`src/sv/bmp_rle_pixel_decoder_defines.svh`:
```
// Assertion macros for the bitmap run-length decoder.
`ifndef BMP_RLE_PIXEL_DECODER_DEFINES_SVH
`define BMP_RLE_PIXEL_DECODER_DEFINES_SVH
`ifndef SYNTH
`define BRD_ASSERT_IMP(lbl, ante, cons, msg) \
  lbl: assert property (@(posedge clk) disable iff (rst) (ante) |-> (cons)) \
    else $error(msg);
`define BRD_ASSERT_NXT(lbl, ante, cons, msg) \
  lbl: assert property (@(posedge clk) disable iff (rst) (ante) |=> (cons)) \
    else $error(msg);
`else
`define BRD_ASSERT_IMP(lbl, ante, cons, msg)
`define BRD_ASSERT_NXT(lbl, ante, cons, msg)
`endif
`endif

```
`src/sv/bmp_rle_pkg.sv`:
```
// Types, codes and helpers shared by the bitmap run-length decoder.
package bmp_rle_pkg;

  localparam int ADDR_W      = 20;  // write_address port
  localparam int ROWS_W      = 16;  // coded rows counter, wraps
  localparam int ROW_W       = 18;  // signed destination row index
  localparam int CFG_ADDR_W  = 4;
  localparam int CFG_DATA_W  = 32;

  localparam logic [7:0] NIB_LO = 8'h0f;
  localparam logic [7:0] NIB_HI = 8'hf0;

  typedef enum logic [2:0] {
    PH_COUNT   = 3'd0,
    PH_VALUE   = 3'd1,
    PH_ESCAPE  = 3'd2,
    PH_DX      = 3'd3,
    PH_DY      = 3'd4,
    PH_LITERAL = 3'd5,
    PH_PAD     = 3'd6,
    PH_HALT    = 3'd7
  } phase_t;

  typedef enum logic [1:0] {
    REG_PIXEL_MODE    = 2'd0,
    REG_BYTES_PER_ROW = 2'd1,
    REG_ROW_COUNT     = 2'd2,
    REG_BOTTOM_UP     = 2'd3
  } reg_idx_t;

  localparam logic [1:0] KIND_FILL   = 2'd0;
  localparam logic [1:0] KIND_BYTE   = 2'd1;
  localparam logic [1:0] KIND_NIBBLE = 2'd2;
  localparam logic [1:0] KIND_NONE   = 2'd3;

  localparam logic [1:0] ST_RUN = 2'd0;
  localparam logic [1:0] ST_FIN = 2'd1;
  localparam logic [1:0] ST_BAD = 2'd2;

  localparam logic [7:0] ESC_EOL   = 8'd0;
  localparam logic [7:0] ESC_EOI   = 8'd1;
  localparam logic [7:0] ESC_DELTA = 8'd2;

  typedef struct packed {
    logic        pixel_mode;
    logic [12:0] bytes_per_row;
    logic [12:0] row_count;
    logic        bottom_up;
  } cfg_t;

  typedef struct packed {
    logic [1:0]        kind;
    logic [ADDR_W-1:0] addr;
    logic              high;
    logic [7:0]        units;
    logic [7:0]        data;
    logic [1:0]        status;
  } result_t;

  // pixel 0 of a 4-bit pair sits in the low half of the byte
  function automatic logic [7:0] swap_nib(input logic [7:0] b);
    swap_nib = ((b & NIB_LO) << 4) | ((b & NIB_HI) >> 4);
  endfunction

endpackage

```
`src/sv/bmp_rle_pixel_decoder.sv`:
```
// Top level of the bitmap run-length decoder: registers, input register, parser, result register.
//
//   channel  direction  handshake            payload
//   input    in         in_valid/in_stall    stream_byte, start_of_image
//   result   out        out_valid/out_stall  write_kind .. status
//   config   in         APB psel/penable     paddr, pwdata, prdata
//
// One item per cycle while the result side does not stall; an item waits in the input register
// and its result (if any) is loaded into the result register as the item leaves it.
// The parser step between the two registers sets the rate: the row base is
// registered from the parser's next row count, the buffer limit from the registers.
// Synchronous reset restores the register defaults and the parser's count phase.
// A stalled result holds; the input register keeps its item until the result side frees.
`include "bmp_rle_pixel_decoder_defines.svh"
module bmp_rle_pixel_decoder #(
  parameter int IMAGE_ADDR_BITS = 20,
  parameter int MAX_ROW_BYTES   = 4096
) (
  input  logic                                 clk,
  input  logic                                 rst,
  input  logic                                 psel,
  input  logic                                 penable,
  input  logic                                 pwrite,
  input  logic [bmp_rle_pkg::CFG_ADDR_W-1:0]   paddr,
  input  logic [bmp_rle_pkg::CFG_DATA_W-1:0]   pwdata,
  output logic [bmp_rle_pkg::CFG_DATA_W-1:0]   prdata,
  output logic                                 pready,
  input  logic                                 in_valid,
  output logic                                 in_stall,
  input  logic [7:0]                           stream_byte,
  input  logic                                 start_of_image,
  output logic                                 out_valid,
  input  logic                                 out_stall,
  output logic [1:0]                           write_kind,
  output logic [bmp_rle_pkg::ADDR_W-1:0]       write_address,
  output logic                                 start_in_high_nibble,
  output logic [7:0]                           unit_count,
  output logic [7:0]                           write_data,
  output logic [1:0]                           status
);

  localparam int SW     = $clog2(MAX_ROW_BYTES + 1);
  localparam int BASE_W = bmp_rle_pkg::ROW_W + SW + 1;

  bmp_rle_pkg::cfg_t              cfg;
  logic [SW-1:0]                  stride;
  logic signed [BASE_W-1:0]       row_base;
  logic [IMAGE_ADDR_BITS:0]       limit;
  logic [bmp_rle_pkg::ROWS_W-1:0] rows_ahead;

  logic                           ir_valid;
  logic [7:0]                     ir_byte;
  logic                           ir_soi;
  logic                           advance;
  logic                           res_valid;
  bmp_rle_pkg::result_t           res;

  bmp_rle_regs #(
    .IMAGE_ADDR_BITS (IMAGE_ADDR_BITS),
    .MAX_ROW_BYTES   (MAX_ROW_BYTES)
  ) u_regs (
    .clk       (clk),
    .rst       (rst),
    .psel      (psel),
    .penable   (penable),
    .pwrite    (pwrite),
    .paddr     (paddr),
    .pwdata    (pwdata),
    .prdata    (prdata),
    .pready    (pready),
    .rows_done (rows_ahead),
    .cfg       (cfg),
    .stride    (stride),
    .row_base  (row_base),
    .limit     (limit)
  );

  bmp_rle_parse #(
    .IMAGE_ADDR_BITS (IMAGE_ADDR_BITS),
    .MAX_ROW_BYTES   (MAX_ROW_BYTES)
  ) u_parse (
    .clk        (clk),
    .rst        (rst),
    .cfg        (cfg),
    .stride     (stride),
    .row_base   (row_base),
    .limit      (limit),
    .advance    (advance),
    .item_byte  (ir_byte),
    .item_soi   (ir_soi),
    .rows_ahead (rows_ahead),
    .res_valid  (res_valid),
    .res        (res)
  );

  // item moves on whenever the result register is empty or being taken
  assign advance  = ir_valid && (!out_valid || !out_stall);
  assign in_stall = ir_valid && !advance;

  always_ff @(posedge clk) begin
    if (rst) begin
      ir_valid <= 1'b0;
    end else if (in_valid && !in_stall) begin
      ir_valid <= 1'b1;
    end else if (advance) begin
      ir_valid <= 1'b0;
    end
  end

  always_ff @(posedge clk) begin
    if (in_valid && !in_stall) begin
      ir_byte <= stream_byte;
      ir_soi  <= start_of_image;
    end
  end

  always_ff @(posedge clk) begin
    if (rst) begin
      out_valid <= 1'b0;
    end else if (advance) begin
      out_valid <= res_valid;
    end else if (!out_stall) begin
      out_valid <= 1'b0;
    end
  end

  always_ff @(posedge clk) begin
    if (advance) begin
      write_kind           <= res.kind;
      write_address        <= res.addr;
      start_in_high_nibble <= res.high;
      unit_count           <= res.units;
      write_data           <= res.data;
      status               <= res.status;
    end
  end

  `BRD_ASSERT_IMP(a_stall_full, in_stall, ir_valid, "input stalled with empty register")
  `BRD_ASSERT_NXT(a_hold_item, ir_valid && out_valid && out_stall, ir_valid && $stable(ir_byte), "held item lost while result stalled")
  `BRD_ASSERT_NXT(a_hold_result, out_valid && out_stall, out_valid && $stable(write_address) && $stable(write_data), "stalled result changed")

endmodule

```
`src/sv/bmp_rle_regs.sv`:
```
// Configuration registers and the row geometry derived from them.
module bmp_rle_regs #(
  parameter int IMAGE_ADDR_BITS = 20,
  parameter int MAX_ROW_BYTES   = 4096,
  localparam int SW     = $clog2(MAX_ROW_BYTES + 1),
  localparam int BASE_W = bmp_rle_pkg::ROW_W + SW + 1
) (
  input  logic                                  clk,
  input  logic                                  rst,
  input  logic                                  psel,
  input  logic                                  penable,
  input  logic                                  pwrite,
  input  logic [bmp_rle_pkg::CFG_ADDR_W-1:0]    paddr,
  input  logic [bmp_rle_pkg::CFG_DATA_W-1:0]    pwdata,
  output logic [bmp_rle_pkg::CFG_DATA_W-1:0]    prdata,
  output logic                                  pready,
  input  logic [bmp_rle_pkg::ROWS_W-1:0]        rows_done,
  output bmp_rle_pkg::cfg_t                     cfg,
  output logic [SW-1:0]                         stride,
  output logic signed [BASE_W-1:0]              row_base,
  output logic [IMAGE_ADDR_BITS:0]              limit
);

  localparam int LP_W = 13 + SW;
  localparam int LW   = (LP_W > IMAGE_ADDR_BITS + 1) ? LP_W : IMAGE_ADDR_BITS + 1;

  bmp_rle_pkg::reg_idx_t    idx;
  logic                     wr_en;
  logic                     sat;
  logic signed [BASE_W-1:0] row_s;
  logic signed [BASE_W-1:0] stride_s;
  logic [LP_W-1:0]          area;
  logic [LW-1:0]            area_ext;
  logic [LW-1:0]            cap;

  assign idx    = bmp_rle_pkg::reg_idx_t'(paddr[3:2]);
  assign wr_en  = psel && penable && pwrite;
  assign pready = 1'b1;

  always_ff @(posedge clk) begin
    if (rst) begin
      cfg.pixel_mode    <= 1'b0;
      cfg.bytes_per_row <= 13'd320;
      cfg.row_count     <= 13'd240;
      cfg.bottom_up     <= 1'b1;
    end else if (wr_en) begin
      case (idx)
        bmp_rle_pkg::REG_PIXEL_MODE:    cfg.pixel_mode    <= pwdata[0];
        bmp_rle_pkg::REG_BYTES_PER_ROW: cfg.bytes_per_row <= pwdata[12:0];
        bmp_rle_pkg::REG_ROW_COUNT:     cfg.row_count     <= pwdata[12:0];
        bmp_rle_pkg::REG_BOTTOM_UP:     cfg.bottom_up     <= pwdata[0];
        default: ;
      endcase
    end
  end

  always_comb begin
    case (idx)
      bmp_rle_pkg::REG_PIXEL_MODE:    prdata = 32'(cfg.pixel_mode);
      bmp_rle_pkg::REG_BYTES_PER_ROW: prdata = 32'(cfg.bytes_per_row);
      bmp_rle_pkg::REG_ROW_COUNT:     prdata = 32'(cfg.row_count);
      bmp_rle_pkg::REG_BOTTOM_UP:     prdata = 32'(cfg.bottom_up);
      default:                        prdata = '0;
    endcase
  end

  assign sat    = ({2'b00, cfg.bytes_per_row} > 15'(MAX_ROW_BYTES));
  assign stride = sat ? SW'(MAX_ROW_BYTES) : SW'(cfg.bytes_per_row);

  // destination row of the current coded row; negative once bottom-up overruns
  always_comb begin
    if (cfg.bottom_up) begin
      row_s = $signed(BASE_W'(cfg.row_count)) - $signed(BASE_W'(1))
              - $signed(BASE_W'(rows_done));
    end else begin
      row_s = $signed(BASE_W'(rows_done));
    end
    stride_s = $signed(BASE_W'(stride));
  end

  assign area     = LP_W'(cfg.row_count) * LP_W'(stride);
  assign area_ext = LW'(area);
  assign cap      = LW'(1) << IMAGE_ADDR_BITS;

  // rows_done here is the parser's count for the next cycle, so row_base lines up
  // with the parser's own counter; row_base and limit are both registered
  always_ff @(posedge clk) begin
    row_base <= row_s * stride_s;
    limit    <= (area_ext > cap) ? cap[IMAGE_ADDR_BITS:0] : area_ext[IMAGE_ADDR_BITS:0];
  end

endmodule

```
`src/sv/bmp_rle_parse.sv`:
```
// Stream parser: phase state, row position and at most one write command per item.
`include "bmp_rle_pixel_decoder_defines.svh"
module bmp_rle_parse #(
  parameter int IMAGE_ADDR_BITS = 20,
  parameter int MAX_ROW_BYTES   = 4096,
  localparam int SW     = $clog2(MAX_ROW_BYTES + 1),
  localparam int BASE_W = bmp_rle_pkg::ROW_W + SW + 1
) (
  input  logic                           clk,
  input  logic                           rst,
  input  bmp_rle_pkg::cfg_t              cfg,
  input  logic [SW-1:0]                  stride,
  input  logic signed [BASE_W-1:0]       row_base,
  input  logic [IMAGE_ADDR_BITS:0]       limit,
  input  logic                           advance,
  input  logic [7:0]                     item_byte,
  input  logic                           item_soi,
  output logic [bmp_rle_pkg::ROWS_W-1:0] rows_ahead,
  output logic                           res_valid,
  output bmp_rle_pkg::result_t           res
);

  localparam int OFF_W = $clog2(MAX_ROW_BYTES + 256);
  localparam int BW    = (BASE_W > IMAGE_ADDR_BITS + 1) ? BASE_W : IMAGE_ADDR_BITS + 1;
  localparam int END_W = BW + 2;

  bmp_rle_pkg::phase_t           phase, phase_next, c_phase;
  logic [7:0]                    run_count, run_next, c_run;
  logic [7:0]                    literal_left, lit_next, c_lit;
  logic [7:0]                    delta_dx, dx_next, c_dx;
  logic                          column_odd, col_next, c_col;
  logic [OFF_W-1:0]              row_offset, off_next, c_off;
  logic [bmp_rle_pkg::ROWS_W-1:0] rows_done, rows_next, c_rows;

  logic                          four;
  logic                          put_req;
  logic                          do_check;
  logic                          drop;
  logic [1:0]                    p_kind;
  logic [7:0]                    p_span;
  logic                          p_high;
  logic [7:0]                    p_units;
  logic [7:0]                    p_data;
  logic [1:0]                    st;
  logic [8:0]                    pn, pn_up, n_up, b_up;
  logic signed [END_W-1:0]       a_s, end_s;

  assign four = cfg.pixel_mode;

  always_comb begin
    // start of image restarts the parser before this byte is taken
    c_phase = item_soi ? bmp_rle_pkg::PH_COUNT : phase;
    c_run   = item_soi ? 8'd0 : run_count;
    c_lit   = item_soi ? 8'd0 : literal_left;
    c_dx    = item_soi ? 8'd0 : delta_dx;
    c_col   = item_soi ? 1'b0 : column_odd;
    c_off   = item_soi ? '0 : row_offset;
    c_rows  = item_soi ? '0 : rows_done;

    phase_next = c_phase;
    run_next   = c_run;
    lit_next   = c_lit;
    dx_next    = c_dx;
    col_next   = c_col;
    off_next   = c_off;
    rows_next  = c_rows;

    res_valid = 1'b0;
    put_req   = 1'b0;
    do_check  = 1'b0;
    p_kind    = bmp_rle_pkg::KIND_NONE;
    p_span    = 8'd0;
    p_high    = 1'b0;
    p_units   = 8'd0;
    p_data    = 8'd0;
    st        = bmp_rle_pkg::ST_RUN;

    pn    = 9'(c_col) + 9'(c_run);
    pn_up = pn + 9'd1;
    n_up  = 9'(c_run) + 9'd1;
    b_up  = 9'(item_byte) + 9'd1;

    case (c_phase)
      bmp_rle_pkg::PH_COUNT: begin
        run_next   = item_byte;
        phase_next = (item_byte != 8'd0) ? bmp_rle_pkg::PH_VALUE : bmp_rle_pkg::PH_ESCAPE;
      end
      bmp_rle_pkg::PH_VALUE: begin
        res_valid = 1'b1;
        put_req   = 1'b1;
        p_kind    = bmp_rle_pkg::KIND_FILL;
        p_units   = c_run;
        if (!four) begin
          p_span   = c_run;
          p_data   = item_byte;
          off_next = c_off + OFF_W'(c_run);
        end else begin
          p_span   = pn_up[8:1];
          p_high   = c_col;
          p_data   = bmp_rle_pkg::swap_nib(item_byte);
          off_next = c_off + OFF_W'(pn[8:1]);
          col_next = pn[0];
        end
        phase_next = bmp_rle_pkg::PH_COUNT;
        do_check   = 1'b1;
      end
      bmp_rle_pkg::PH_ESCAPE: begin
        if (item_byte == bmp_rle_pkg::ESC_EOL) begin
          rows_next  = c_rows + 16'd1;
          off_next   = '0;
          col_next   = 1'b0;
          phase_next = bmp_rle_pkg::PH_COUNT;
          if (rows_next == 16'(cfg.row_count)) begin
            phase_next = bmp_rle_pkg::PH_HALT;
            res_valid  = 1'b1;
            st         = bmp_rle_pkg::ST_FIN;
          end
        end else if (item_byte == bmp_rle_pkg::ESC_EOI) begin
          phase_next = bmp_rle_pkg::PH_HALT;
          res_valid  = 1'b1;
          st         = bmp_rle_pkg::ST_FIN;
        end else if (item_byte == bmp_rle_pkg::ESC_DELTA) begin
          phase_next = bmp_rle_pkg::PH_DX;
        end else begin
          run_next   = item_byte;
          lit_next   = four ? b_up[8:1] : item_byte;
          phase_next = bmp_rle_pkg::PH_LITERAL;
        end
      end
      bmp_rle_pkg::PH_DX: begin
        dx_next    = item_byte;
        phase_next = bmp_rle_pkg::PH_DY;
      end
      bmp_rle_pkg::PH_DY: begin
        off_next   = c_off + OFF_W'(c_dx);
        col_next   = c_col ^ c_dx[0];
        rows_next  = c_rows + 16'(item_byte);
        phase_next = bmp_rle_pkg::PH_COUNT;
        do_check   = 1'b1;
      end
      bmp_rle_pkg::PH_LITERAL: begin
        res_valid = 1'b1;
        put_req   = 1'b1;
        p_span    = 8'd1;
        if (!four) begin
          p_kind   = bmp_rle_pkg::KIND_BYTE;
          p_units  = 8'd1;
          p_data   = item_byte;
          off_next = c_off + OFF_W'(1);
        end else if ((c_lit <= 8'd1) && c_run[0]) begin
          // trailing odd nibble: the only literal case in which the column parity moves
          p_kind  = bmp_rle_pkg::KIND_NIBBLE;
          p_high  = c_col;
          p_units = 8'd1;
          p_data  = bmp_rle_pkg::swap_nib(item_byte);
          if (c_col) begin
            off_next = c_off + OFF_W'(1);
            col_next = 1'b0;
          end else begin
            col_next = 1'b1;
          end
        end else begin
          // whole byte at the current byte, parity left alone
          p_kind   = bmp_rle_pkg::KIND_BYTE;
          p_units  = 8'd2;
          p_data   = bmp_rle_pkg::swap_nib(item_byte);
          off_next = c_off + OFF_W'(1);
        end
        if (c_lit != 8'd0) begin
          lit_next = c_lit - 8'd1;
        end
        if (c_lit <= 8'd1) begin
          if (four ? n_up[1] : c_run[0]) begin
            phase_next = bmp_rle_pkg::PH_PAD;
          end else begin
            phase_next = bmp_rle_pkg::PH_COUNT;
            do_check   = 1'b1;
          end
        end
      end
      bmp_rle_pkg::PH_PAD: begin
        phase_next = bmp_rle_pkg::PH_COUNT;
        do_check   = 1'b1;
      end
      default: ;
    endcase

    if (do_check && (off_next > OFF_W'(stride))) begin
      phase_next = bmp_rle_pkg::PH_HALT;
      res_valid  = 1'b1;
      st         = bmp_rle_pkg::ST_BAD;
    end
  end

  // row count as it stands after this edge; the row base is registered from it
  assign rows_ahead = advance ? rows_next : rows_done;

  // buffer bounds on the first and last byte touched
  assign a_s   = $signed(END_W'(row_base)) + $signed(END_W'(c_off));
  assign end_s = a_s + $signed(END_W'(p_span));
  assign drop  = !put_req || (a_s < 0) || (end_s > $signed(END_W'(limit)));

  always_comb begin
    res.status = st;
    if (drop) begin
      res.kind  = bmp_rle_pkg::KIND_NONE;
      res.addr  = '0;
      res.high  = 1'b0;
      res.units = 8'd0;
      res.data  = 8'd0;
    end else begin
      res.kind  = p_kind;
      res.addr  = a_s[bmp_rle_pkg::ADDR_W-1:0];
      res.high  = p_high;
      res.units = p_units;
      res.data  = p_data;
    end
  end

  always_ff @(posedge clk) begin
    if (rst) begin
      phase        <= bmp_rle_pkg::PH_COUNT;
      run_count    <= 8'd0;
      literal_left <= 8'd0;
      delta_dx     <= 8'd0;
      column_odd   <= 1'b0;
      row_offset   <= '0;
      rows_done    <= '0;
    end else if (advance) begin
      phase        <= phase_next;
      run_count    <= run_next;
      literal_left <= lit_next;
      delta_dx     <= dx_next;
      column_odd   <= col_next;
      row_offset   <= off_next;
      rows_done    <= rows_next;
    end
  end

  `BRD_ASSERT_IMP(a_halt_quiet, advance && (phase == bmp_rle_pkg::PH_HALT) && !item_soi, !res_valid, "halted parser produced a result")
  `BRD_ASSERT_NXT(a_end_halts, advance && res_valid && (res.status != bmp_rle_pkg::ST_RUN), phase == bmp_rle_pkg::PH_HALT, "end or bad format did not halt")
  `BRD_ASSERT_IMP(a_nib_four, advance && res_valid && (res.kind == bmp_rle_pkg::KIND_NIBBLE), cfg.pixel_mode, "nibble store outside 4-bit mode")

endmodule
```
`config.mk`:
```
export PLATFORM = sky130hd
export DESIGN_NAME = bmp_rle_pixel_decoder
export DESIGN_NICKNAME = d
export VERILOG_FILES = /design/src/sv/bmp_rle_pkg.sv /design/src/sv/bmp_rle_pixel_decoder.sv /design/src/sv/bmp_rle_regs.sv /design/src/sv/bmp_rle_parse.sv
export VERILOG_INCLUDE_DIRS = /design/src /design/src/sv
export SDC_FILE = /design/constraint.sdc
export NUM_CORES = 2
export LEC_CHECK = 0
export BUFFER_PORTS_ARGS = -buffer_cell sky130_fd_sc_hd__buf_4
export CORE_MARGIN = 1.5
export CORE_UTILIZATION = 40
export CTS_CLUSTER_DIAMETER = 30
export CTS_CLUSTER_SIZE = 16
export DETAILED_ROUTE_END_ITERATION = 7
export PLACE_DENSITY = 0.68
export SKIP_CTS_REPAIR_TIMING = 1
export SYNTH_ARGS = -nofsm -noshare
export SYNTH_HDL_FRONTEND = slang
export SYNTH_HIERARCHICAL = 1
export SYNTH_SLANG_ARGS = --single-unit
```
`constraint.sdc`:
```
create_clock -name clk -period 12.35 [get_ports clk]
set_clock_uncertainty 0.1 [all_clocks]
set_input_delay 0.6175 -clock clk [delete_from_list [all_inputs] [get_ports clk]]
set_output_delay 0.6175 -clock clk [all_outputs]
set_load 0.03 [all_outputs]
```
Yosys cells after proc, flatten, opt, wreduce, memory -nomap -nowiden
Cells that the tools add are included.
{"block": "totals", "reg_bits": 190, "output_inout_bits": 76, "wordCells": 169}
{"block": "op_classes", "addsub": 15, "mul": 2, "order_cmp": 6, "eq_ne": 13, "mux": 76, "bitwise_logic": 4, "reduce_logical": 29}
{"cell": "$pmux 32 s4", "n": 1}
{"cell": "$mux 8", "n": 15}
{"cell": "$mux 13", "n": 7}
{"cell": "$pmux 8 s2", "n": 4}
{"cell": "$pmux 13 s4", "n": 1}
{"cell": "$mux 16", "n": 3}
{"cell": "$add 13x8->13", "n": 3}
{"cell": "$add 34x9->34", "n": 1}
{"cell": "$gt 34x22->1", "n": 1}
{"cell": "$lt 34x1->1 const B", "n": 1}
{"cell": "$add 32x14->33", "n": 1}
{"cell": "$mul 32x14->32", "n": 1}
{"cell": "$mux 32", "n": 1}
{"cell": "$pmux 16 s2", "n": 1}
{"cell": "$sub 32x17->32", "n": 1}
{"cell": "$gt 26x21->1 const B", "n": 1}
{"cell": "$mul 13x13->26", "n": 1}
{"cell": "$mux 3", "n": 8}
{"cell": "$mux 1", "n": 23}
{"cell": "$add 16x1->16 const B", "n": 1}
{"cell": "$add 16x8->16", "n": 1}
{"cell": "$eq 16x13->1", "n": 1}
{"cell": "$reduce_bool 8->1", "n": 2}
{"cell": "$pmux 3 s5", "n": 1}
{"cell": "35 further kinds", "n": 64}

Longest topological paths before layout
{"block": "logic_depth", "word_depth": 10, "ltp_mapped": 49, "ltp_nobuf": 45}

Modules after synthesis
Netlist, hierarchy kept.
{"module": "bmp_rle_regs", "instances": 1, "cells_per_inst": 2221, "area_per_inst_um2": 18734.2, "seq_area_each_um2": 1621.6}
{"module": "bmp_rle_parse", "instances": 1, "cells_per_inst": 1375, "area_per_inst_um2": 9171.3, "seq_area_each_um2": 1141.1}
{"module": "bmp_rle_pixel_decoder", "instances": 1, "cells_per_inst": 60, "area_per_inst_um2": 1590.3, "seq_area_each_um2": 1541.5}

Worst setup path after synthesis
No wires, ideal clock.
{"block": "synth_path", "path_kind": "input -> register", "startpoint": "in out_stall", "endpoint": "reg u_regs.row_base[30]", "setup_time_ns": 0.062, "t_arrival_ns": 12.129, "required_ns": 12.188, "slack_ns": 0.059, "cell_stages": 37, "n_path_buf": 2, "cell_sequence": "a21boi_0 -> inv_1 -> clkbuf_1 -> o21ai_0 -> ha_1 -> inv_1 -> fa_1 -> a21o_1 -> a21oi_1 -> o21bai_1 -> a21oi_1 -> o211ai_1 -> a31o_2 -> a211oi_1 -> o31ai_1 -> clkbuf_1 -> and2_1 -> fa_1 -> inv_1 -> fa_1 -> inv_1 -> fa_1 -> fa_1 -> fa_1 -> inv_1 -> fa_1 -> inv_1 -> ha_1 -> a21o_1 -> a21o_1 -> a21o_1 -> a2bb2oi_1 -> o21ai_0 -> o31ai_1 -> o31ai_1 -> or4_1 -> nand3_1"}
{"block": "synth_via", "elab_chain_len": 7}
{"item": "start: declaration", "line": "bmp_rle_pixel_decoder.sv:33", "source": "input logic out_stall,"}
{"item": "$logic_not 1->1 (*)"}
{"item": "$logic_or 1x1->1 (*)", "line": "bmp_rle_pixel_decoder.sv:97", "source": "assign advance = ir_valid && (!out_valid || !out_stall);"}
{"item": "$logic_and 1x1->1 (*)", "line": "bmp_rle_pixel_decoder.sv:97"}
{"item": "$mux 16 (*)", "line": "bmp_rle_parse.sv:196", "source": "assign rows_ahead = advance ? rows_next : rows_done;"}
{"item": "named net rows_ahead (one bit)", "line": "bmp_rle_pixel_decoder.sv:49", "source": "logic [bmp_rle_pkg::ROWS_W-1:0] rows_ahead;"}
{"item": "$sub 32x17->32", "line": "bmp_rle_regs.sv:74", "source": "- $signed(BASE_W'(rows_done));"}
{"item": "$mux 32 (*)", "line": "bmp_rle_regs.sv:72", "source": "if (cfg.bottom_up) begin"}
{"item": "$mul 32x14->32 (*)", "line": "bmp_rle_regs.sv:88", "source": "row_base <= row_s * stride_s;"}
{"item": "end signal: assignment", "line": "bmp_rle_regs.sv:88"}
{"item": "end: declaration", "line": "bmp_rle_regs.sv:20", "source": "output logic signed [BASE_W-1:0] row_base,"}
Mark *: on every way through the listed nets, which the timed path passes. The rest lies on a longest branch.
A chain may end at the register's enable or synchronous reset.

Worst setup path after layout
{"block": "layout_path", "startpoint": "reg ir_byte[2]", "endpoint": "reg u_regs.row_base[30]"}
{"block": "layout_via", "elab_chain_len": 7, "elab_cells_between_ends": 8}
{"item": "start: declaration", "line": "bmp_rle_pixel_decoder.sv:52", "source": "logic [7:0] ir_byte;"}
{"item": "start signal: assignment", "line": "bmp_rle_pixel_decoder.sv:112", "source": "ir_byte <= stream_byte;"}
{"item": "branches (longest 2 deep; another with $add 16x8->16)"}
{"item": "$pmux 16 s2 (*)", "line": "bmp_rle_parse.sv:83", "source": "case (c_phase)"}
{"item": "$mux 16 (*)", "line": "bmp_rle_parse.sv:196"}
{"item": "named net rows_ahead (one bit)", "line": "bmp_rle_pixel_decoder.sv:49"}
{"item": "$sub 32x17->32", "line": "bmp_rle_regs.sv:74"}
{"item": "$mux 32 (*)", "line": "bmp_rle_regs.sv:72"}
{"item": "$mul 32x14->32 (*)", "line": "bmp_rle_regs.sv:88"}
Mark *: on every way through the listed nets, which the timed path passes.

==> flow_summary.ini <==
[sta]
hold_ws_ps = 194
setup_ws_ps = 742
fmax_mhz = 86.1
hold_viol_final = 0
slew_violations = 0
worst_slew_pin_slew_ps = 1250
period_minus_slack_ps = 11610
rsz0062_at_grt = false
finalSetupViolCount = 0
slew-limit-headroom = 0.169
tns_ps = 0
fin_crit_sh = 0.940

[worst_setup_path]
rrSetupSlack_ps = 740
cp-end-kind = flop
startpoint = ir_byte[2]$_DFFE_PP_
worstReg2RegStart = ir_byte[2]$_DFFE_PP_
worstSetupPathType = reg2reg
cp-start-kind = flop
path_common_cell = fa_1
crit_end = u_regs/row_base[30]$_DFF_P_
arrival_ps = 11950
rr_worst_depth = 38
cp.required_ps = 12690
max_stage_delay_ps = 780
crit_slowest_cell = mux2i_1
critPathMaxFanout = 11
reg2reg_to = u_regs/row_base[30]$_DFF_P_

[floorplan]
die_area_um2 = 75400
die_h_um = 275
boundaryPins = 128
die_x_um = 275
start_util = 0.404
coreArea_um2 = 73000
rows = 99

[grt]
grt_max_degree = 72
grt_pass1_vias = 25500
antenna_found_initial = 1
grt_util_all_layers = 0.229
grt.overflow.total = 0
grt_pass1_wl_um = 136000

[clocking]
cts-htree-levels = 4
numCtsBuffers = 17
cts_root_buf = clkbuf_16
cts_buffer_depth = 2
cts_tree = built
clock_latency_ps = 500
clk_pin_slew_ps = 80
cts.sinks = 190

[logic_synthesis]
ys_top_cells_by_area = fa_1, ha_1, dfxtp_1
synth_top_area_frac = 0.236
yosys_most_used_dff = dfxtp_1
syn_area_um2 = 29500
synth_seq_cells = 190
async_flop_share = 0
ys_warn_count = 6
synth-edff-count = 50
yosys.area.top_type = fa_1
yosys.cell_types.count = 93
seq_area_frac_synth = 0.146
synth_cells = 3656
syn_avg_cell_area_um2 = 8.07

[final_layout]
diodes = 0
layout.nets = 4290
drive_above_1_share = 0.0652
area_growth_pct = 7.14
instances_no_fill = 4610
postLayoutCoreUtil = 0.433

[pwr]
intPower_mw = 1.55
p_sw_mw = 1.25
p_comb_frac = 0.518
vdd_drop_max_mv = 0.110
pwr-share-clk = 0.200
total_leakage_power_nw = 14.9
seq_power_share = 0.282
swShare = 0.446
power.density_nw_per_um2 = 88.5

[placement]
dp_hpwl_um = 64800
port_buffers = 86
gp_routability_congestion = 0.921
dp_slack_ps = 1150
placedCellCount = 4578

[detailed_routing]
drcViolationCount = 0
drt_pre_antenna_iters = 6
wl_um = 84100
ant_nets = 0
post_drt_wl_per_cell_um = 18.2
drt_iter0_markers = 2381
via_per_inst = 5.54
vias = 25500

[flow_run]
maxCapViolCount = 0

[outcome]
status = finished, final reports clean

[hold_path]
holdPathStages = 1
min_path_type = in2reg
-- power by group through the flow --
stage	clock, mW	sequential, mW	combinational, mW
2_1_floorplan	0	0.765	1.14
3_3_place_gp	0	0.800	1.42
3_5_place_dp	0	0.801	1.44
4_1_cts	0.575	0.787	1.45
5_1_grt	0.598	0.799	1.66
6_report	0.558	0.789	1.45
-- worst max-delay path, delay by kind of cell, from the launching register on --
kind | cells | cell delay [ps]
flip-flops | 1 | 380
buffers and inverters | 6 | 540
adder cells (fa/ha/maj) | 8 | 3730
XOR/XNOR | 1 | 170
AND/OR/NAND/NOR | 13 | 3120
multiplexers | 1 | 780
AO/OA/AOI/OAI | 9 | 2700
-- logic make-up (layout without fill, tap and decap cells) --
logic type / after synthesis / after routing / share of synthesized area
compound gates: 646 / 646 / 0.144
simple gates: 1260 / 1260 / 0.203
xor+xnor: 175 / 175 / 0.0522
mux: 35 / 35 / 0.0125
flops: 190 / 190 / 0.146
buf+inv: 748 / 725 / 0.0992
fa+ha+maj: 600 / 600 / 0.343
other cells: 2 / 20 / 0.000255
-- state kept, by name, summed over array words and instances (netlist names), 2 cells and up --
register / flops
u_parse/delta_dx: 8
u_parse/phase: 3
unit_count: 8
write_address: 20
u_regs/limit: 21
u_parse/run_count: 8
status: 2
u_parse/rows_done: 16
write_kind: 2
u_parse/literal_left: 8
ir_byte: 8
u_regs/cfg: 28
write_data: 8
u_regs/row_base: 32
u_parse/row_offset: 13
-- per-stage QoR --
stage / area (um^2) / power (mW)
after detailed placement: 31000 / 2.24
after global placement: 31000 / 2.22
after global routing: 31600 / 3.05
final: 31600 / 2.80
after CTS: 31600 / 2.81
after floorplan: 29600 / 1.90
-- cell usage after synthesis (17+ instances only) --
library cell / instances
nor3_1: 65
mux2i_1: 29
nor2b_1: 41
and3_1: 29
buf_1: 18
clkbuf_1: 153
a31oi_1: 27
a211oi_1: 30
nand2_1: 471
a21o_1: 60
nor2_1: 316
o21bai_1: 20
fa_1: 347
dfxtp_1: 140
xnor2_1: 110
nand3_1: 77
a21oi_1: 169
and2_1: 84
o21ai_0: 112
o21a_1: 25
nor4_1: 20
inv_1: 540
ha_1: 253
or4_1: 17
nand2b_1: 35
xor2_1: 64
a22o_1: 18
edfxtp_1: 50
buf_4: 21
nand4_1: 28
a22oi_1: 33
-- cell usage in the layout, fill, tap and decap left out, drive strengths merged, types with 30 or more instances in the layout --
master	n
a22oi	33
inv	547
a21oi	170
xnor2	110
a21o	60
o21ai	129
nand2	471
ha	253
and2	84
nand2b	35
nor3	66
edfxtp	50
a211oi	30
buf	149
nand3	78
nor2	316
nor2b	41
dfxtp	140
xor2	65
fa	347
-- per-layer routing --
| layer | part of all wire | vias to the layer above | global-route usage |
|---|---|---|---|
| met5 | 0 | - | 0 |
| met4 | 0.056 | 0 | 0.125 |
| met3 | 0.069 | 218 | 0.0337 |
| met2 | 0.46 | 1007 | 0.373 |
| met1 | 0.42 | 12400 | 0.293 |
| li1 | - | 12000 | - |
-- cell type report --
type	count	area (um^2)
clock buffers	17	425
clock inverters	15	156
fillers	7249	41400
inverters	544	2040
multi-input cells	2736	22400
flip-flops and latches	190	4300
well taps	959	1200
repair buffers	149	1120
-- worst min path at each step --
stage / slack, ps / endpoint / from
after detailed placement: 350 / u_parse/row_offset[1]$_SDFFE_PP0P_ / u_parse/row_offset[1]$_SDFFE_PP0P_
after global placement: 350 / u_parse/row_offset[1]$_SDFFE_PP0P_ / u_parse/row_offset[1]$_SDFFE_PP0P_
final: 190 / ir_byte[5]$_DFFE_PP_ / stream_byte[5]
after CTS: 160 / ir_byte[4]$_DFFE_PP_ / stream_byte[4]
after global routing: 170 / ir_byte[5]$_DFFE_PP_ / stream_byte[5]
after floorplan: 340 / u_parse/row_offset[1]$_SDFFE_PP0P_ / u_parse/row_offset[1]$_SDFFE_PP0P_
(Power assumes the default switching activity.)
